**config.mk**
```make
export PLATFORM = sky130hd
export DESIGN_NAME = quad_lane_bit_pair_interleaver_flat
export DESIGN_NICKNAME = d
export VERILOG_FILES = /design/src/rtl/qlbpi_pkg.sv /design/src/rtl/qlbpi_stream_if.sv /design/src/rtl/qlbpi_ram.sv /design/src/rtl/qlbpi_ctrl.sv /design/src/rtl/qlbpi_dp.sv /design/src/rtl/quad_lane_bit_pair_interleaver.sv /design/src/flat_wrapper.sv
export SDC_FILE = /design/constraint.sdc
export NUM_CORES = 1
export LEC_CHECK = 0
export BUFFER_PORTS_ARGS = -buffer_cell sky130_fd_sc_hd__buf_2
export CAP_MARGIN = 10
export CORE_AREA = 3 3 60 62
export DETAILED_ROUTE_END_ITERATION = 6
export DIE_AREA = 0 0 63 65
export PLACE_DENSITY = 0.58
export SLEW_MARGIN = 20
export SYNTH_ARGS = -nofsm -noshare
export SYNTH_HDL_FRONTEND = slang
export SYNTH_SLANG_ARGS = --single-unit
```
**constraint.sdc**
```tcl
create_clock -name clk -period 4.5 [get_ports clk]
set_input_delay 0.225 -clock clk [delete_from_list [all_inputs] [get_ports clk]]
set_output_delay 0.225 -clock clk [all_outputs]
set_load 0.02 [all_outputs]
```
**src/rtl/qlbpi_pkg.sv**
```systemverilog
`timescale 1ns / 1ps
// ----------------------------------------------------------------------------
// Quad lane bit pair interleaver package
// Shared constants, payload types, command codes and controller types.
// ----------------------------------------------------------------------------
package qlbpi_pkg;

	localparam int LANES          = 4;
	localparam int LANE_SEL_W     = $clog2(LANES);
	localparam int BYTE_W         = 8;
	localparam int PAIR_W         = 2;
	localparam int LANE_DEPTH_DEF = 1024;
	localparam int PAD_DEPTH_DEF  = 16;

	typedef enum logic [1:0] {
		MODE_CLEAR = 2'd0,
		MODE_DATA  = 2'd1,
		MODE_PAD   = 2'd2,
		MODE_EMIT  = 2'd3
	} mode_t;

	typedef struct packed {
		logic [1:0]            mode;
		logic [LANE_SEL_W-1:0] lane;
		logic [BYTE_W-1:0]     value;
	} req_t;

	typedef struct packed {
		logic [BYTE_W-1:0] out_byte;
		logic              group_end;
		logic              frame_end;
	} rsp_t;

	// How the byte of one lane is obtained for the current index.
	typedef enum logic [1:0] {
		KIND_DIRECT = 2'd0,
		KIND_DATA   = 2'd1,
		KIND_PAD    = 2'd2
	} kind_t;

	typedef enum logic [2:0] {
		ST_IDLE    = 3'd0,
		ST_LANE    = 3'd1,
		ST_CLASS   = 3'd2,
		ST_MOD     = 3'd3,
		ST_PADRD   = 3'd4,
		ST_CAPTURE = 3'd5,
		ST_LOAD    = 3'd6
	} state_t;

	typedef struct packed {
		logic lane_clr;
		logic lane_inc;
		logic lead_ld;
		logic class_en;
		logic mod_step;
		logic pad_rd;
		logic capture;
		logic load;
	} ctl_t;

	typedef struct packed {
		logic  emit_ok;
		logic  lane_last;
		kind_t kind;
		logic  mod_last;
		logic  obuf_free;
	} stat_t;

endpackage

```
**src/rtl/qlbpi_stream_if.sv**
```systemverilog
`timescale 1ns / 1ps
// ----------------------------------------------------------------------------
// Quad lane bit pair interleaver stream interface
// Valid and ready handshake with a typed payload; a transfer happens at a
// rising edge where valid and ready are both high.
// ----------------------------------------------------------------------------
interface qlbpi_stream_if #(
	parameter type payload_t = logic
);
	logic     valid;
	logic     ready;
	payload_t payload;

	modport source (output valid, output payload, input ready);
	modport sink (input valid, input payload, output ready);
endinterface

```
**src/rtl/qlbpi_ram.sv**
```systemverilog
`timescale 1ns / 1ps
// ----------------------------------------------------------------------------
// Quad lane bit pair interleaver generic RAM
// One write port and one read port with registered read data.
// ----------------------------------------------------------------------------
module qlbpi_ram #(
	parameter int WIDTH = 8,
	parameter int DEPTH = 64,
	parameter int AW    = (DEPTH > 1) ? $clog2(DEPTH) : 1
) (
	input  logic             clk,
	input  logic             we,
	input  logic [AW-1:0]    waddr,
	input  logic [WIDTH-1:0] wdata,
	input  logic             re,
	input  logic [AW-1:0]    raddr,
	output logic [WIDTH-1:0] rdata
);
	logic [WIDTH-1:0] mem_q [DEPTH];
	logic [WIDTH-1:0] rdata_q;

	always_ff @(posedge clk) begin
		if (we) begin
			mem_q[waddr] <= wdata;
		end
		if (re) begin
			rdata_q <= mem_q[raddr];
		end
	end

	assign rdata = rdata_q;
endmodule

```
**src/rtl/qlbpi_ctrl.sv**
```systemverilog
`timescale 1ns / 1ps
// ----------------------------------------------------------------------------
// Quad lane bit pair interleaver controller
// Sequences an emit over the four lanes: classify, optional remainder
// iterations, memory read, capture, then hand-off to the output buffer.
// ----------------------------------------------------------------------------
module qlbpi_ctrl (
	input  logic             clk,
	input  logic             arst_n,
	input  logic             in_valid,
	input  logic [1:0]       in_mode,
	input  qlbpi_pkg::stat_t stat,
	output qlbpi_pkg::ctl_t  ctl,
	output logic             in_ready
);
	import qlbpi_pkg::*;

	state_t state_q;
	state_t state_d;

	always_ff @(posedge clk or negedge arst_n) begin
		if (!arst_n) begin
			state_q <= ST_IDLE;
		end else begin
			state_q <= state_d;
		end
	end

	always_comb begin
		state_d = state_q;
		case (state_q)
			ST_IDLE: begin
				if (in_valid && in_mode == MODE_EMIT && stat.emit_ok) begin
					state_d = ST_LANE;
				end
			end
			ST_LANE: begin
				state_d = ST_CLASS;
			end
			ST_CLASS: begin
				case (stat.kind)
					KIND_DATA: state_d = ST_CAPTURE;
					KIND_PAD:  state_d = ST_MOD;
					default:   state_d = stat.lane_last ? ST_LOAD : ST_LANE;
				endcase
			end
			ST_MOD: begin
				if (stat.mod_last) begin
					state_d = ST_PADRD;
				end
			end
			ST_PADRD: begin
				state_d = ST_CAPTURE;
			end
			ST_CAPTURE: begin
				state_d = stat.lane_last ? ST_LOAD : ST_LANE;
			end
			ST_LOAD: begin
				if (stat.obuf_free) begin
					state_d = ST_IDLE;
				end
			end
			default: begin
				state_d = ST_IDLE;
			end
		endcase
	end

	always_comb begin
		ctl      = '0;
		in_ready = 1'b0;
		case (state_q)
			ST_IDLE: begin
				in_ready     = 1'b1;
				ctl.lane_clr = 1'b1;
			end
			ST_LANE: begin
				ctl.lead_ld = 1'b1;
			end
			ST_CLASS: begin
				ctl.class_en = 1'b1;
				ctl.lane_inc = (stat.kind inside {KIND_DIRECT}) && !stat.lane_last;
			end
			ST_MOD: begin
				ctl.mod_step = 1'b1;
			end
			ST_PADRD: begin
				ctl.pad_rd = 1'b1;
			end
			ST_CAPTURE: begin
				ctl.capture  = 1'b1;
				ctl.lane_inc = !stat.lane_last;
			end
			ST_LOAD: begin
				ctl.load = stat.obuf_free;
			end
			default: begin
				ctl = '0;
			end
		endcase
	end
endmodule

```
**src/rtl/qlbpi_dp.sv**
```systemverilog
`timescale 1ns / 1ps
// ----------------------------------------------------------------------------
// Quad lane bit pair interleaver datapath
// Lane and padding memories, lengths, the serial remainder unit, the gather
// registers and the four-byte output buffer.
// ----------------------------------------------------------------------------
module qlbpi_dp #(
	parameter int LANE_DEPTH = qlbpi_pkg::LANE_DEPTH_DEF,
	parameter int PAD_DEPTH  = qlbpi_pkg::PAD_DEPTH_DEF
) (
	input  logic                             clk,
	input  logic                             arst_n,
	input  logic                             take,
	input  qlbpi_pkg::req_t                  req,
	input  qlbpi_pkg::ctl_t                  ctl,
	output qlbpi_pkg::stat_t                 stat,
	output qlbpi_pkg::rsp_t                  rsp,
	output logic                             rsp_valid,
	input  logic                             rsp_ready
);
	import qlbpi_pkg::*;

	localparam int LEN_W   = $clog2(LANE_DEPTH + 1);
	localparam int LANE_AW = (LANE_DEPTH > 1) ? $clog2(LANE_DEPTH) : 1;
	localparam int PL_W    = $clog2(PAD_DEPTH + 1);
	localparam int PAD_AW  = (PAD_DEPTH > 1) ? $clog2(PAD_DEPTH) : 1;
	localparam int STEP_W  = (LEN_W > 1) ? $clog2(LEN_W) : 1;

	logic [LEN_W-1:0]      lane_len_q [LANES];
	logic [PL_W-1:0]       pad_len_q [LANES];
	logic [LANES-1:0]      present_q;
	logic [LEN_W-1:0]      longest_q;
	logic [LEN_W-1:0]      read_idx_q;
	logic [BYTE_W-1:0]     fill_q;
	logic [LANE_SEL_W-1:0] lane_q;
	logic [LEN_W-1:0]      lead_q;
	logic                  sel_pad_q;
	logic [LEN_W-1:0]      div_q;
	logic [PL_W-1:0]       divisor_q;
	logic [PL_W-1:0]       rem_q;
	logic [STEP_W-1:0]     step_q;
	logic [BYTE_W-1:0]     gather_q [LANES];
	logic [BYTE_W-1:0]     obuf_q [LANES];
	logic [LANE_SEL_W-1:0] ocnt_q;
	logic                  ovalid_q;
	logic                  olast_q;

	logic [LEN_W-1:0]  new_len;
	logic              data_room;
	logic              pad_room;
	logic [LEN_W:0]    diff;
	kind_t             kind;
	logic [BYTE_W-1:0] direct_byte;
	logic [PL_W:0]     rem_ext;
	logic [PL_W-1:0]   rem_next;
	logic [BYTE_W-1:0] lane_rdata;
	logic [BYTE_W-1:0] pad_rdata;
	logic [BYTE_W-1:0] woven [LANES];
	logic              is_last;
	logic              out_xfer;

	assign new_len   = LEN_W'(lane_len_q[req.lane] + 1'b1);
	assign data_room = lane_len_q[req.lane] < LEN_W'(LANE_DEPTH);
	assign pad_room  = pad_len_q[req.lane] < PL_W'(PAD_DEPTH);

	// A borrow out of the subtraction means the index still lies in the lead-in.
	assign diff = {1'b0, read_idx_q} - {1'b0, lead_q};

	always_comb begin
		if (!present_q[lane_q]) begin
			kind = KIND_DIRECT;
		end else if (diff[LEN_W]) begin
			kind = (pad_len_q[lane_q] != '0) ? KIND_PAD : KIND_DIRECT;
		end else begin
			kind = KIND_DATA;
		end
	end

	// Absent lanes take the first padding byte of lane 0, or zero if lane 0 has none;
	// a present lane with no padding frame reads zero in its lead-in.
	assign direct_byte = (!present_q[lane_q] && pad_len_q[0] != '0) ? fill_q : '0;

	// One restoring step of the remainder of the read index by the frame length.
	assign rem_ext  = {rem_q, div_q[LEN_W-1]};
	assign rem_next = (rem_ext >= {1'b0, divisor_q}) ?
		PL_W'(rem_ext - {1'b0, divisor_q}) : rem_ext[PL_W-1:0];

	assign is_last  = ({1'b0, read_idx_q} + 1'b1) == {1'b0, longest_q};
	assign out_xfer = ovalid_q && rsp_ready;

	always_comb begin
		for (int j = 0; j < LANES; j++) begin
			woven[j] = '0;
			for (int k = 0; k < LANES; k++) begin
				woven[j][PAIR_W*k +: PAIR_W] = gather_q[k][BYTE_W-PAIR_W-PAIR_W*j +: PAIR_W];
			end
		end
	end

	always_ff @(posedge clk or negedge arst_n) begin
		if (!arst_n) begin
			for (int k = 0; k < LANES; k++) begin
				lane_len_q[k] <= '0;
				pad_len_q[k]  <= '0;
			end
			present_q  <= '0;
			longest_q  <= '0;
			read_idx_q <= '0;
		end else begin
			if (take) begin
				case (req.mode)
					MODE_CLEAR: begin
						for (int k = 0; k < LANES; k++) begin
							lane_len_q[k] <= '0;
							pad_len_q[k]  <= '0;
						end
						present_q  <= '0;
						longest_q  <= '0;
						read_idx_q <= '0;
					end
					MODE_DATA: begin
						present_q[req.lane] <= 1'b1;
						if (data_room) begin
							lane_len_q[req.lane] <= new_len;
							if (new_len > longest_q) begin
								longest_q <= new_len;
							end
						end
					end
					MODE_PAD: begin
						present_q[req.lane] <= 1'b1;
						if (pad_room) begin
							pad_len_q[req.lane] <= PL_W'(pad_len_q[req.lane] + 1'b1);
						end
					end
					default: begin
					end
				endcase
			end
			if (ctl.load) begin
				read_idx_q <= LEN_W'(read_idx_q + 1'b1);
			end
		end
	end

	always_ff @(posedge clk or negedge arst_n) begin
		if (!arst_n) begin
			lane_q   <= '0;
			step_q   <= '0;
			ocnt_q   <= '0;
			ovalid_q <= 1'b0;
		end else begin
			if (ctl.lane_clr) begin
				lane_q <= '0;
			end else if (ctl.lane_inc) begin
				lane_q <= LANE_SEL_W'(lane_q + 1'b1);
			end
			if (ctl.class_en && kind == KIND_PAD) begin
				step_q <= '0;
			end else if (ctl.mod_step) begin
				step_q <= STEP_W'(step_q + 1'b1);
			end
			if (ctl.load) begin
				ovalid_q <= 1'b1;
				ocnt_q   <= '0;
			end else if (out_xfer) begin
				if (ocnt_q == LANE_SEL_W'(LANES - 1)) begin
					ovalid_q <= 1'b0;
					ocnt_q   <= '0;
				end else begin
					ocnt_q <= LANE_SEL_W'(ocnt_q + 1'b1);
				end
			end
		end
	end

	always_ff @(posedge clk) begin
		if (take && req.mode == MODE_PAD && req.lane == '0 && pad_len_q[0] == '0) begin
			fill_q <= req.value;
		end
		if (ctl.lead_ld) begin
			lead_q <= longest_q - lane_len_q[lane_q];
		end
		if (ctl.class_en) begin
			sel_pad_q <= (kind == KIND_PAD);
			if (kind == KIND_DIRECT) begin
				gather_q[lane_q] <= direct_byte;
			end
			if (kind == KIND_PAD) begin
				div_q     <= read_idx_q;
				divisor_q <= pad_len_q[lane_q];
				rem_q     <= '0;
			end
		end
		if (ctl.mod_step) begin
			rem_q <= rem_next;
			div_q <= {div_q[LEN_W-2:0], 1'b0};
		end
		if (ctl.capture) begin
			gather_q[lane_q] <= sel_pad_q ? pad_rdata : lane_rdata;
		end
		if (ctl.load) begin
			obuf_q  <= woven;
			olast_q <= is_last;
		end
	end

	qlbpi_ram #(
		.WIDTH (BYTE_W),
		.DEPTH (LANES << LANE_AW)
	) u_lane_ram (
		.clk   (clk),
		.we    (take && req.mode == MODE_DATA && data_room),
		.waddr ({req.lane, lane_len_q[req.lane][LANE_AW-1:0]}),
		.wdata (req.value),
		.re    (ctl.class_en && kind == KIND_DATA),
		.raddr ({lane_q, diff[LANE_AW-1:0]}),
		.rdata (lane_rdata)
	);

	qlbpi_ram #(
		.WIDTH (BYTE_W),
		.DEPTH (LANES << PAD_AW)
	) u_pad_ram (
		.clk   (clk),
		.we    (take && req.mode == MODE_PAD && pad_room),
		.waddr ({req.lane, pad_len_q[req.lane][PAD_AW-1:0]}),
		.wdata (req.value),
		.re    (ctl.pad_rd),
		.raddr ({lane_q, rem_q[PAD_AW-1:0]}),
		.rdata (pad_rdata)
	);

	assign stat.emit_ok   = read_idx_q < longest_q;
	assign stat.lane_last = lane_q == LANE_SEL_W'(LANES - 1);
	assign stat.kind      = kind;
	assign stat.mod_last  = step_q == STEP_W'(LEN_W - 1);
	assign stat.obuf_free = !ovalid_q;

	assign rsp.out_byte  = obuf_q[ocnt_q];
	assign rsp.group_end = ocnt_q == LANE_SEL_W'(LANES - 1);
	assign rsp.frame_end = (ocnt_q == LANE_SEL_W'(LANES - 1)) && olast_q;
	assign rsp_valid     = ovalid_q;
endmodule

```
**src/rtl/quad_lane_bit_pair_interleaver.sv**
```systemverilog
`timescale 1ns / 1ps
// ----------------------------------------------------------------------------
// Quad lane bit pair interleaver
// Clear, data append and padding append commands complete in the transfer cycle.
// An emit walks each lane through the lane and classify states; a data read adds
// a capture, a padding read adds the remainder iterations, a pad read and a capture.
// The padding path is bound by the one-bit-per-cycle remainder unit.
// Four result transfers follow; the next command is taken while they drain.
// Reset clears all lengths, presence bits and the read index; memories are kept.
// ----------------------------------------------------------------------------
module quad_lane_bit_pair_interleaver #(
	parameter int LANE_DEPTH = qlbpi_pkg::LANE_DEPTH_DEF,
	parameter int PAD_DEPTH  = qlbpi_pkg::PAD_DEPTH_DEF
) (
	input  logic                  clk,
	input  logic                  arst_n,
	qlbpi_stream_if.sink          cmd,
	qlbpi_stream_if.source        res
);
	import qlbpi_pkg::*;

	ctl_t  ctl;
	stat_t stat;
	req_t  req;
	rsp_t  rsp;
	logic  take;
	logic  in_ready;
	logic  rsp_valid;

	assign req       = cmd.payload;
	assign cmd.ready = in_ready;
	assign take      = cmd.valid && in_ready;

	qlbpi_ctrl u_ctrl (
		.clk      (clk),
		.arst_n   (arst_n),
		.in_valid (cmd.valid),
		.in_mode  (req.mode),
		.stat     (stat),
		.ctl      (ctl),
		.in_ready (in_ready)
	);

	qlbpi_dp #(
		.LANE_DEPTH (LANE_DEPTH),
		.PAD_DEPTH  (PAD_DEPTH)
	) u_dp (
		.clk       (clk),
		.arst_n    (arst_n),
		.take      (take),
		.req       (req),
		.ctl       (ctl),
		.stat      (stat),
		.rsp       (rsp),
		.rsp_valid (rsp_valid),
		.rsp_ready (res.ready)
	);

	assign res.valid   = rsp_valid;
	assign res.payload = rsp;
endmodule

```
**src/flat_wrapper.sv**
```systemverilog
// flat-port wrapper written by rule: the top's interface ports become plain ports
module quad_lane_bit_pair_interleaver_flat import qlbpi_pkg::*;
#(
	parameter int LANE_DEPTH = qlbpi_pkg::LANE_DEPTH_DEF,
	parameter int PAD_DEPTH  = qlbpi_pkg::PAD_DEPTH_DEF
)
  (clk, arst_n, cmd_valid, cmd_payload, cmd_ready, res_valid, res_payload, res_ready);
  qlbpi_stream_if cmd_i ();
  qlbpi_stream_if res_i ();
  input  logic clk;
  input  logic arst_n;
  input wire logic [$bits(cmd_i.valid)-1:0] cmd_valid;
  input wire logic [$bits(cmd_i.payload)-1:0] cmd_payload;
  output wire logic [$bits(cmd_i.ready)-1:0] cmd_ready;
  output wire logic [$bits(res_i.valid)-1:0] res_valid;
  output wire logic [$bits(res_i.payload)-1:0] res_payload;
  input wire logic [$bits(res_i.ready)-1:0] res_ready;
  assign cmd_i.valid = cmd_valid;
  assign cmd_i.payload = cmd_payload;
  assign cmd_ready = cmd_i.ready;
  assign res_valid = res_i.valid;
  assign res_payload = res_i.payload;
  assign res_i.ready = res_ready;
  quad_lane_bit_pair_interleaver #(.LANE_DEPTH(LANE_DEPTH), .PAD_DEPTH(PAD_DEPTH)) u_core (.clk(clk), .arst_n(arst_n), .cmd(cmd_i), .res(res_i));
endmodule
```
==> parameters.txt, run 1 <==
Parameter                              Value

Synth
  Total of warnings raised by yosys ... 0
  Net count after synthesis ... 162
  Dominant synthesized flop cell ... dfrtp_1
  Number of different library cells in the post-synthesis netlist ... 39
  EDFF count, synth ... 1
  Flop and latch count out of synthesis ... 24
  Share of the yosys chip area belonging to registers ... 0.4329
  Synth Cell Area ... 0.001399 sq mm
  Share of flip-flops with an asynchronous set or reset ... 0.9583
  Per-instance average area after synthesis ... 9.203 sq um
  Number of instances in the synthesized netlist ... 152

Status
  Result of the run ... complete, no violations

Final layout
  Number of filler instances in the final layout ... 315
  Commonest cells after routing, fill and taps aside ... dfrtp_1, o21ai_0, nand2_1, nor2_1
  Post-route design area ... 0.001501 sq mm
  Antenna diode count ... 0
  Synth-to-Final Area Change ... 7.334%
  Commonest non-fill, non-tap cell in the layout ... dfrtp_1
  Final std cells w/o fill ... 200
  Number of nets in the finished design ... 167
  Fraction of layout instances using a drive strength above 1 ... 0.1026
  Final core occ ... 0.4878

Pwr
  Switching Fraction ... 0.2408
  Overall power after layout ... 0.4468 mW
  Internal Dissipation ... 0.3392 mW
  VDD IR max ... 0.09536 mV
  Leakage dissipation ... 0.6923 nW
  Net switching power figure ... 0.1076 mW
  Total power divided by cell area ... 297.6 mW/mm^2
  Comb pwr share ... 0.111
  Clk pwr share ... 0.352
  Relative contribution of sequential cells to total power ... 0.537

Place
  Port Buffers ... 6
  HPWL after detailed placement ... 1907 microns
  Post-placement setup slack ... 2.069 ns
  Routability congestion estimate ... 0.8238
  Placed cell areas ... 0.001439 sq mm
  Placed cell count ... 195

Die
  Die span in x ... 63 microns
  Starting density of the core ... 0.4545
  I/O pin count ... 8
  Area of the placeable core ... 0.003078 sq mm
  Vert. Die Dim ... 65 microns
  Die outline area ... 0.004095 sq mm
  Number of placement rows ... 20

Timing
  Slew of the pin with the lowest slew margin ... 0.8366 ns
  Worst rel slew slack ... 0.4423
  Min Hold Slack ... 0.1747 ns
  Setup-failing EPs final ... 0
  Total negative slack for setup checks ... 0 ns
  Setup slack after layout ... 2.019 ns
  RSZ-0062 raised after global routing ... no
  Shortest period the worst path allows ... 2.481 ns
  Clock tree skew after final layout ... 0.002983 ns
  Post-route fraction of the period consumed by the critical path ... 0.5513
  Hold Violations, Final ... 0
  Max-slew violations ... 0
  Highest attainable clock frequency ... 403.1 MHz

Worst setup path
  Critical path data arrival time ... 2.75 ns
  Cells along the critical path ... nand4bb_2 -> inv_1 -> a21oi_1 -> o21bai_1 -> a21o_1
  Critical Path Fanout Max ... 17
  Cell type group with the largest total delay on the critical path ... compound AO/OA/AOI/OAI gates
  Buffers & Inverters on Critical Path ... 1
  Crit. End Element ... register
  CP peak stage delay ... 0.73 ns
  Worst path slowest cell ... a21oi_1
  Data required time at the worst endpoint ... 4.77 ns
  Critical path launch point type ... register
  Category of the most critical setup path ... register to register

Global routing
  Sum of overflow across all layers after global routing ... 0
  Met3 global-route usage ... 0.01560
  Number of global-route vias before repair ... 1115
  GRT busiest layer ... met2
  Met2 routing resource usage after global routing ... 0.2622
  Number of antenna violations at the first check in global routing ... 0
  First-pass GRT wire length ... 4899 microns
  Maximum number of pins on one net before global-route repair ... 24
  M1 GR Usage ... 0.1835
  Overall fraction of global-route tracks in use ... 0.1467

Clock tree
  H-tree Lvls ... 1
  Root buffer cell ... clkbuf_4
  Insertion delay to the later sink of the worst-skew pair ... 0.31 ns
  Clock net sink count ... 24
  Clock slew seen by the registers of the worst setup and hold paths ... 0.14 ns
  Maximum root-to-sink buffer count ... 2
  Number of buffers inserted during clock tree synthesis ... 3
  Count of instances resized after the clock tree is built ... 0
  CTS tree ... done

Routing
  Number of vias per cell ... 5.570
  Number of DRC markers after the initial detailed-route iteration ... 89
  Detail-routed net length per standard cell ... 13.76 microns
  DR DRC count ... 0
  Total iterations of the first detailed-routing run ... 4
  Aggregate routed wire length ... 2751 microns
  Number of antenna-violating nets in the routed design ... 0
  Vias after detailed routing ... 1114

Min path
  Type of the most critical hold path ... primary input to register

Run
  Number of violations of the max-capacitance limit ... 0
==> layer usage <==
metal,part of all wire,wire [microns]
met2,0.49,1345
met4,0.0065,18
met3,0.021,57
met5,0,0
met1,0.48,1329
==> area by class of cell <==
cell class                      count  area [sq um]  area share
Clock buffer                        3         22.52     0.01500
Clock inverter                      1         30.03     0.02000
Inverter                            5         18.77     0.01250
Sequential cell                    24         605.6      0.4033
Timing Repair Buffer                7         40.04     0.02667
Multi-Input combinational cell    116         729.5      0.4858
Tap cell                           44         55.05     0.03667
==> cells by family after synthesis <==
logic type               share of synthesized area
AND/OR/NAND/NOR                             0.2174
adder cells (fa/ha/maj)                    0.04472
AO/OA/AOI/OAI                               0.2218
XOR/XNOR                                   0.03757
buffers and inverters                      0.04562
flip-flops                                  0.4329
==> state kept, by name, summed over array words and instances, names as in the netlist <==
| register | count |
|---|---|
| u_core.u_dp.olast_q | 1 |
| u_core.u_dp.rsp_valid | 1 |
| u_core.u_dp.ocnt_q | 2 |
| u_core.u_dp.step_q | 4 |
| u_core.u_dp.read_idx_q | 11 |
| u_core.u_dp.lane_q | 2 |
| u_core.u_ctrl.state_q | 3 |
==> synth_stat cells (2+ instances only) <==
cell	n	area [sq um]
buf_2	3	15.01
and3_1	4	25.02
a32oi_1	2	17.52
ha_1	5	62.56
nand2_1	16	60.06
nand3_1	7	35.03
nand4_1	3	18.77
nor2_1	8	30.03
xnor2_1	5	43.79
a31oi_1	4	25.02
and4_2	2	20.02
inv_1	5	18.77
a22oi_1	5	37.54
nor2b_1	3	18.77
clkbuf_1	2	7.510
nor3_1	3	15.01
o21ai_0	22	110.1
buf_6	2	22.52
a21o_1	2	15.01
a21oi_1	7	35.03
dfrtp_1	23	575.6
a211o_1	2	17.52
==> tightest hold or removal path: stages <==
cell,delay (ns)
buf_2,0.11
nand3_1,0.07
a21oi_1,0.06
==> worst paths after layout <==
| kind | endpoint | depth (start not counted) | startpoint | slack [ns] |
|---|---|---|---|---|
| min in group asynchronous | u_core.u_ctrl.state_q[1]$_DFFE_PN0P_ | 2 | arst_n | 0.40 |
| hold reg to reg | u_core.u_dp.step_q[3]$_DFFE_PN0P_ | 1 | u_core.u_dp.step_q[3]$_DFFE_PN0P_ | 0.49 |
| hold / removal | u_core.u_dp.ocnt_q[1]$_DFFE_PN0P_ | 3 | res_ready | 0.17 |
| max in group asynchronous | u_core.u_dp.read_idx_q[5]$_DFFE_PN0P_ | 2 | arst_n | 3.76 |
| setup / recovery | u_core.u_dp.read_idx_q[6]$_DFFE_PN0P_ | 5 | u_core.u_ctrl.state_q[0]$_DFFE_PN0P_ | 2.02 |
| setup reg to reg | u_core.u_dp.read_idx_q[6]$_DFFE_PN0P_ | 5 | u_core.u_ctrl.state_q[0]$_DFFE_PN0P_ | 2.02 |
==> power by group through the flow <==
stage / sequential (mW) / combinational [mW] / clock [mW]
after floorplan: 0.244 / 0.0304 / 0
after global placement: 0.244 / 0.0476 / 0
after detailed placement: 0.244 / 0.0495 / 0
after CTS: 0.240 / 0.0508 / 0.161
after global routing: 0.242 / 0.0586 / 0.173
final: 0.240 / 0.0495 / 0.157
==> what timing repair did <==
action / in CTS / in global routing
setup buffers: 0 / 0
hold endpoints to repair: 23 / 0
endpoints found under the setup margin: 0 / 0
hold buffers: 1 / 0
Note: power is estimated with default switching activity, not from simulation.
==> run 2: changes to the inputs <==
==> constraint.sdc (replaced) <==
create_clock -name clk -period 2.49 [get_ports clk]
set_input_delay 0.1245 -clock clk [delete_from_list [all_inputs] [get_ports clk]]
set_output_delay 0.1245 -clock clk [all_outputs]
set_load 0.02 [all_outputs]
==> run 2 against run 1 <==
  * First-iteration DRC count increased by 19%
  * Setup slack got worse by 1.3 ns
  * Register-to-register slack got worse by 1.3 ns
  * Critical path depth unchanged
  * Design area decreased by 0.25%
  * Critical endpoint is now u_core.u_dp.olast_q$_DFFE_PP_
  * Clock power increased by 15%
  * Core utilization decreased by 0.12 points
  * Highest routed layer unchanged
  * Total power increased by 57%
  * Clock skew about the same
==> parameters.txt, run 2 (same netlist as run 1, synthesis figures left out) <==
Parameter                              Value

Worst setup path
  Buffers & Inverters on Critical Path ... 0 (was 1)
  Number of cells traversed by the worst register-to-register path ... 5 (unchanged)
  Worst setup path end ... u_core.u_dp.olast_q$_DFFE_PP_ (was u_core.u_dp.read_idx_q[6]$_DFFE_PN0P_)
  Source of the worst register-to-register timing path ... u_core.u_dp.read_idx_q[0]$_DFFE_PN0P_ (was u_core.u_ctrl.state_q[0]$_DFFE_PN0P_)
  Cell type group with the largest total delay on the critical path ... simple AND/OR/NAND/NOR gates (was compound AO/OA/AOI/OAI gates)
  R2r endpoint ... u_core.u_dp.olast_q$_DFFE_PP_ (was u_core.u_dp.read_idx_q[6]$_DFFE_PN0P_)
  Critical path data arrival time ... 1.90 ns (was 2.75 ns)
  Data required time at the worst endpoint ... 2.58 ns (was 4.77 ns)
  Setup slack of the worst register-to-register path ... 0.68 ns (was 2.02 ns)
  CP peak stage delay ... 0.44 ns (was 0.73 ns)
  Worst path slowest cell ... dfrtp_1 (was a21oi_1)
  Launching element of the worst setup path ... u_core.u_dp.read_idx_q[0]$_DFFE_PN0P_ (was u_core.u_ctrl.state_q[0]$_DFFE_PN0P_)
  Category of the most critical setup path ... register to register (unchanged)
  Depth of the critical timing path with buffers and inverters included ... 5 (unchanged)
  Critical path launch point type ... register (unchanged)
  Crit. End Element ... register (unchanged)
  Cells along the critical path ... ha_1 -> and3_1 -> and3_2 -> xnor2_1 -> and4b_1 (was nand4bb_2 -> inv_1 -> a21oi_1 -> o21bai_1 -> a21o_1)
  Critical Path Fanout Max ... 9 (was 17)

Final layout
  Registers with the most flip-flops ... u_core.u_dp.read_idx_q (11), u_core.u_dp.step_q (4), u_core.u_ctrl.state_q (3) (unchanged)
  Synth-to-Final Area Change ... 7.066% (was 7.334%)
  Fraction of layout instances using a drive strength above 1 ... 0.1132 (was 0.1026)
  Commonest non-fill, non-tap cell in the layout ... dfrtp_1 (unchanged)
  Commonest cells after routing, fill and taps aside ... dfrtp_1, o21ai_0, nand2_1, nor2_1 (unchanged)
  Antenna diode count ... 0 (unchanged)
  Number of nets in the finished design ... 170 (was 167)
  Final std cells w/o fill ... 203 (was 200)
  Number of flip-flops in the largest register ... 11 (unchanged)
  Largest Register ... u_core.u_dp.read_idx_q (unchanged)

Clock tree
  H-tree Lvls ... 1 (unchanged)
  CTS tree ... done (unchanged)
  Number of setup buffers added after CTS ... 0 (unchanged)
  Maximum root-to-sink buffer count ... 2 (unchanged)
  Root buffer cell ... clkbuf_4 (unchanged)
  Number of hold-repair buffers added at the cts stage ... 1 (unchanged)
  Count of instances resized after the clock tree is built ... 0 (unchanged)
  Clock slew seen by the registers of the worst setup and hold paths ... 0.13 ns (was 0.14 ns)
  Insertion delay to the later sink of the worst-skew pair ... 0.31 ns (about the same)
  Number of buffers inserted during clock tree synthesis ... 3 (unchanged)
  Clock net sink count ... 24 (unchanged)

Timing
  RSZ-0062 raised after global routing ... no (unchanged)
  Shortest period the worst path allows ... 1.814 ns (was 2.481 ns)
  Post-route fraction of the period consumed by the critical path ... 0.7285 (was 0.5513)
  Worst rel slew slack ... 0.6534 (was 0.4423)
  Total negative slack for setup checks ... 0 ns (unchanged)
  Max-slew violations ... 0 (unchanged)
  Highest attainable clock frequency ... 551.3 MHz (was 403.1 MHz)
  Setup-failing EPs final ... 0 (unchanged)
  Hold Violations, Final ... 0 (unchanged)
  Clock tree skew after final layout ... 0.002945 ns (was 0.002983 ns)
  Slew of the pin with the lowest slew margin ... 0.5199 ns (was 0.8366 ns)

Routing
  Total iterations of the first detailed-routing run ... 4 (unchanged)
  Aggregate routed wire length ... 2693 microns (was 2751 microns)
  Number of antenna-violating nets in the routed design ... 0 (unchanged)
  Detail-routed net length per standard cell ... 13.27 microns (was 13.76 microns)
  Vias after detailed routing ... 1128 (was 1114)
  DR DRC count ... 0 (unchanged)
  Number of DRC markers after the initial detailed-route iteration ... 106 (was 89)
  Number of vias per cell ... 5.557 (was 5.570)

Place
  Routability congestion estimate ... 0.7687 (was 0.8238)
  HPWL after detailed placement ... 1838 microns (was 1907 microns)
  Port Buffers ... 6 (unchanged)
  Placed cell count ... 198 (was 195)

Die
  Number of placement rows ... 20 (unchanged)
  Die span in x ... 63 microns (unchanged)
  Die outline area ... 0.004095 sq mm (unchanged)
  I/O pin count ... 8 (unchanged)
  Starting density of the core ... 0.4545 (unchanged)
  Vert. Die Dim ... 65 microns (unchanged)
  Area of the placeable core ... 0.003078 sq mm (unchanged)

Run
  Number of violations of the max-capacitance limit ... 0 (unchanged)

Min path
  Instance count along the most critical hold path ... 3 (unchanged)
  Type of the most critical hold path ... primary input to register (unchanged)

Pwr
  Leakage dissipation ... 0.6938 nW (was 0.6923 nW)
  Total power divided by cell area ... 469.8 mW/mm^2 (was 297.6 mW/mm^2)
  Overall power after layout ... 0.7036 mW (was 0.4468 mW)
  VDD IR max ... 0.2163 mV (was 0.09536 mV)

Global routing
  Maximum number of pins on one net before global-route repair ... 24 (unchanged)
  Number of global-route vias before repair ... 1029 (was 1115)
  First-pass GRT wire length ... 4774 microns (was 4899 microns)
  Number of antenna violations at the first check in global routing ... 0 (unchanged)
  Sum of overflow across all layers after global routing ... 0 (unchanged)
  Overall fraction of global-route tracks in use ... 0.1432 (was 0.1467)

Status
  Result of the run ... complete, no violations (unchanged)
==> run 2: cell types whose count changed in the layout (fill, tap and decap cells not counted), sizes merged <==
cell and delta:
clkbuf +1, buf +3, bufinv -1
==> run 2: per-layer routing <==
layer,GRT usage,routed length [microns]
met3,0.02080,91
met5,0,0
met2,0.2279,1233
met4,0.04132,15
met1,0.2017,1353
==> run 2: per-stage QoR <==
stage | setup WS (ns) | hold WS [ns] | util | cell area (sq um)
finish | 0.6761 | 0.08692 | 0.4866 | 1498
global route | 0.5909 | 0.07671 | 0.4866 | 1498
CTS | 0.7018 | 0.06901 | 0.4866 | 1498
detailed placement | 0.6994 | 0.1369 | 0.4748 | 1461
global placement | 0.7162 | 0.1313 | 0.4748 | 1461
floorplan | 0.7862 | -0.1711 | - | 1399
==> run 2: worst min path at each step <==
stage                          from                                    to  slack [ns]
after floorplan              arst_n  u_core.u_ctrl.state_q[0]$_DFFE_PN0P_       -0.17
after global placement       arst_n     u_core.u_dp.lane_q[0]$_DFFE_PN0P_        0.13
after detailed placement     arst_n     u_core.u_dp.lane_q[0]$_DFFE_PN0P_        0.14
after CTS                 res_ready     u_core.u_dp.ocnt_q[1]$_DFFE_PN0P_        0.07
after global routing      res_ready     u_core.u_dp.ocnt_q[1]$_DFFE_PN0P_        0.08
final                     res_ready     u_core.u_dp.ocnt_q[1]$_DFFE_PN0P_        0.09
==> run 2: area by class of cell <==
cell class,count,area (sq um)
repair buffers,10,62.56
fillers,300,1580
inverters,5,18.77
clock buffers,4,26.28
flip-flops and latches,24,605.6
multi-input cells,116,729.5
well taps,44,55.05
==> run 2: worst register-to-register path: cells and delay by family, from the launching register on <==
| family | cells | cell delay (ns) |
|---|---|---|
| XOR/XNOR | 1 | 0.12 |
| adder cells (fa/ha/maj) | 1 | 0.25 |
| flip-flops | 1 | 0.44 |
| AND/OR/NAND/NOR | 3 | 0.77 |
==> run 2: report_power, final <==
part	leakage (nW)	switching, mW	internal, mW
registers	0.324	0.0193	0.413
clock network	0.0150	0.117	0.0626
logic	0.354	0.0533	0.0387
==> run 3: changes to the inputs <==
==> constraint.sdc (replaced) <==
create_clock -name clk -period 1.75 [get_ports clk]
set_input_delay 0.0875 -clock clk [delete_from_list [all_inputs] [get_ports clk]]
set_output_delay 0.0875 -clock clk [all_outputs]
set_load 0.02 [all_outputs]
==> run 3 against run 2 <==
  * Clock power up 120%
  * Total power up 63%
  * First-iteration DRC count down 43%
  * Routed wire length up 4.0%
  * Via count up 4.0%
  * Design area up 4.9%
  * Largest power group unchanged
  * Sequential power up 43%
==> parameters.txt, run 3 (same netlist as run 1, synthesis figures left out) <==
Parameter                              Value

Clock tree
  Insertion delay to the later sink of the worst-skew pair ... 0.31 ns (about the same)
  Root buffer cell ... clkbuf_4 (unchanged)
  Number of setup buffers added after CTS ... 0 (unchanged)
  Number of buffers inserted during clock tree synthesis ... 3 (unchanged)
  Maximum root-to-sink buffer count ... 2 (unchanged)
  H-tree Lvls ... 1 (unchanged)
  CTS tree ... done (unchanged)
  Clock slew seen by the registers of the worst setup and hold paths ... 0.13 ns (about the same)
  Clock net sink count ... 24 (unchanged)

Timing
  Total negative slack for setup checks ... 0 ns (unchanged)
  Slew of the pin with the lowest slew margin ... 0.5425 ns (was 0.5199 ns)
  RSZ-0062 raised after global routing ... no (unchanged)
  Setup-failing EPs final ... 0 (unchanged)
  Hold Violations, Final ... 0 (unchanged)
  Max-slew violations ... 0 (unchanged)
  Clock tree skew after final layout ... 0.004485 ns (was 0.002945 ns)
  Post-route fraction of the period consumed by the critical path ... 0.9422 (was 0.7285)
  Worst rel slew slack ... 0.6383 (was 0.6534)
  Highest attainable clock frequency ... 606.5 MHz (was 551.3 MHz)
  Shortest period the worst path allows ... 1.649 ns (was 1.814 ns)

Die
  Die outline area ... 0.004095 sq mm (unchanged)
  Die span in x ... 63 microns (unchanged)
  Starting density of the core ... 0.4545 (unchanged)
  Area of the placeable core ... 0.003078 sq mm (unchanged)
  I/O pin count ... 8 (unchanged)
  Vert. Die Dim ... 65 microns (unchanged)
  Number of placement rows ... 20 (unchanged)

Pwr
  Overall power after layout ... 1.147 mW (was 0.7036 mW)
  Leakage dissipation ... 0.7326 nW (was 0.6938 nW)
  Total power divided by cell area ... 729.6 mW/mm^2 (was 469.8 mW/mm^2)
  VDD IR max ... 0.3473 mV (was 0.2163 mV)

Final layout
  Registers with the most flip-flops ... u_core.u_dp.read_idx_q (11), u_core.u_dp.step_q (4), u_core.u_ctrl.state_q (3) (unchanged)
  Number of flip-flops in the largest register ... 11 (unchanged)
  Antenna diode count ... 0 (unchanged)
  Final std cells w/o fill ... 208 (was 203)
  Commonest non-fill, non-tap cell in the layout ... dfrtp_1 (unchanged)
  Fraction of layout instances using a drive strength above 1 ... 0.1585 (was 0.1132)
  Combined area of the multi-input logic cells ... 739.5 sq um (was 729.5 sq um)
  Register area ... 605.6 sq um (unchanged)
  Commonest cells after routing, fill and taps aside ... dfrtp_1, o21ai_0, nand2_1, nor2_1, buf_4 (was dfrtp_1, o21ai_0, nand2_1, nor2_1)
  Synth-to-Final Area Change ... 12.34% (was 7.066%)
  Number of filler instances in the final layout ... 298 (was 300)
  Number of nets in the finished design ... 175 (was 170)
  Largest Register ... u_core.u_dp.read_idx_q (unchanged)

Routing
  Number of antenna-violating nets in the routed design ... 0 (unchanged)
  Number of DRC markers after the initial detailed-route iteration ... 60 (was 106)
  DR DRC count ... 0 (unchanged)
  Number of vias per cell ... 5.639 (was 5.557)
  Detail-routed net length per standard cell ... 13.46 microns (was 13.27 microns)
  Vias after detailed routing ... 1173 (was 1128)
  Total iterations of the first detailed-routing run ... 4 (unchanged)
  Aggregate routed wire length ... 2800 microns (was 2693 microns)

Global routing
  First-pass GRT wire length ... 4823 microns (was 4774 microns)
  Number of global-route vias before repair ... 1082 (was 1029)
  Overall fraction of global-route tracks in use ... 0.1455 (was 0.1432)
  Number of antenna violations at the first check in global routing ... 0 (unchanged)
  Maximum number of pins on one net before global-route repair ... 24 (unchanged)
  Sum of overflow across all layers after global routing ... 0 (unchanged)

Worst setup path
  Number of cells traversed by the worst register-to-register path ... 5 (unchanged)
  Crit. End Element ... register (unchanged)
  Worst path slowest cell ... dfrtp_1 (unchanged)
  Data required time at the worst endpoint ... 1.94 ns (was 2.58 ns)
  CP peak stage delay ... 0.44 ns (about the same)
  Critical Path Fanout Max ... 6 (was 9)
  Critical path data arrival time ... 1.84 ns (was 1.90 ns)
  Category of the most critical setup path ... register to register (unchanged)
  Critical path launch point type ... register (unchanged)
  Cells along the critical path ... ha_1 -> and3_4 -> a211o_1 -> a22oi_2 -> and4b_1 (was ha_1 -> and3_1 -> and3_2 -> xnor2_1 -> and4b_1)

Place
  HPWL after detailed placement ... 1944 microns (was 1838 microns)
  Placed cell count ... 203 (was 198)
  Routability congestion estimate ... 0.7981 (was 0.7687)
  Port Buffers ... 6 (unchanged)

Min path
  Instance count along the most critical hold path ... 3 (unchanged)
  Type of the most critical hold path ... primary input to register (unchanged)

Run
  Number of violations of the max-capacitance limit ... 0 (unchanged)

Status
  Result of the run ... complete, no violations (unchanged)
-- run 3: final timing paths --
path / startpoint / endpoint / slack, ns
min in group asynchronous: arst_n / u_core.u_ctrl.state_q[0]$_DFFE_PN0P_ / 0.27
hold / removal: res_ready / u_core.u_dp.ocnt_q[1]$_DFFE_PN0P_ / 0.05
setup reg to reg: u_core.u_dp.read_idx_q[1]$_DFFE_PN0P_ / u_core.u_dp.olast_q$_DFFE_PP_ / 0.10
max in group asynchronous: arst_n / u_core.u_dp.read_idx_q[1]$_DFFE_PN0P_ / 1.12
hold reg to reg: u_core.u_dp.step_q[3]$_DFFE_PN0P_ / u_core.u_dp.step_q[3]$_DFFE_PN0P_ / 0.49
setup / recovery: u_core.u_dp.read_idx_q[1]$_DFFE_PN0P_ / u_core.u_dp.olast_q$_DFFE_PP_ / 0.10
-- run 3: cell type report --
type / instances / area share
clock buffer: 3 / 0.01433
inverter: 5 / 0.01194
sequential: 24 / 0.3853
tap: 44 / 0.03503
timing repair buffer: 15 / 0.06369
multi-input combinational: 116 / 0.4705
clock inverter: 1 / 0.01911
-- run 3: metrics by stage --
| step | setup WS (ns) | util | cell area [sq um] | hold WS [ns] |
|---|---|---|---|---|
| after floorplan | 0.04619 | - | 1399 | -0.2081 |
| after global placement | 0.1100 | 0.4870 | 1499 | 0.09720 |
| after global routing | 0.03383 | 0.5106 | 1572 | 0.05662 |
| final | 0.1011 | 0.5106 | 1572 | 0.05025 |
| after CTS | 0.07271 | 0.5073 | 1562 | 0.03785 |
| after detailed placement | 0.08443 | 0.4870 | 1499 | 0.1008 |
-- run 3: what timing repair did --
action / CTS / global route
hold buffers: 1 / 0
gates resized for setup: 0 / 3
endpoints found under the setup margin: 0 / 1
hold endpoints to repair: 23 / 0
-- run 3: layer usage --
metal / up-vias / wire [microns] / global-route usage
li1: 583 / - / -
met1: 557 / 1338 / 0.1887
met2: 25 / 1323 / 0.2398
met3: 8 / 86 / 0.02080
met4: 0 / 53 / 0.06612
met5: - / 0 / 0
-- run 3: power by group --
part / leakage [nW] / internal [mW] / switching [mW]
combinational: 0.380 / 0.0545 / 0.0748
clock: 0.0279 / 0.231 / 0.169
sequential: 0.324 / 0.587 / 0.0299
total: 0.733 / 0.873 / 0.273
-- run 3: critical path, delay by kind of cell, from the launching register on --
family / cells / cell delay (ns)
AO/OA/AOI/OAI: 2 / 0.44
adder cells (fa/ha/maj): 1 / 0.22
flip-flops: 1 / 0.44
AND/OR/NAND/NOR: 2 / 0.43
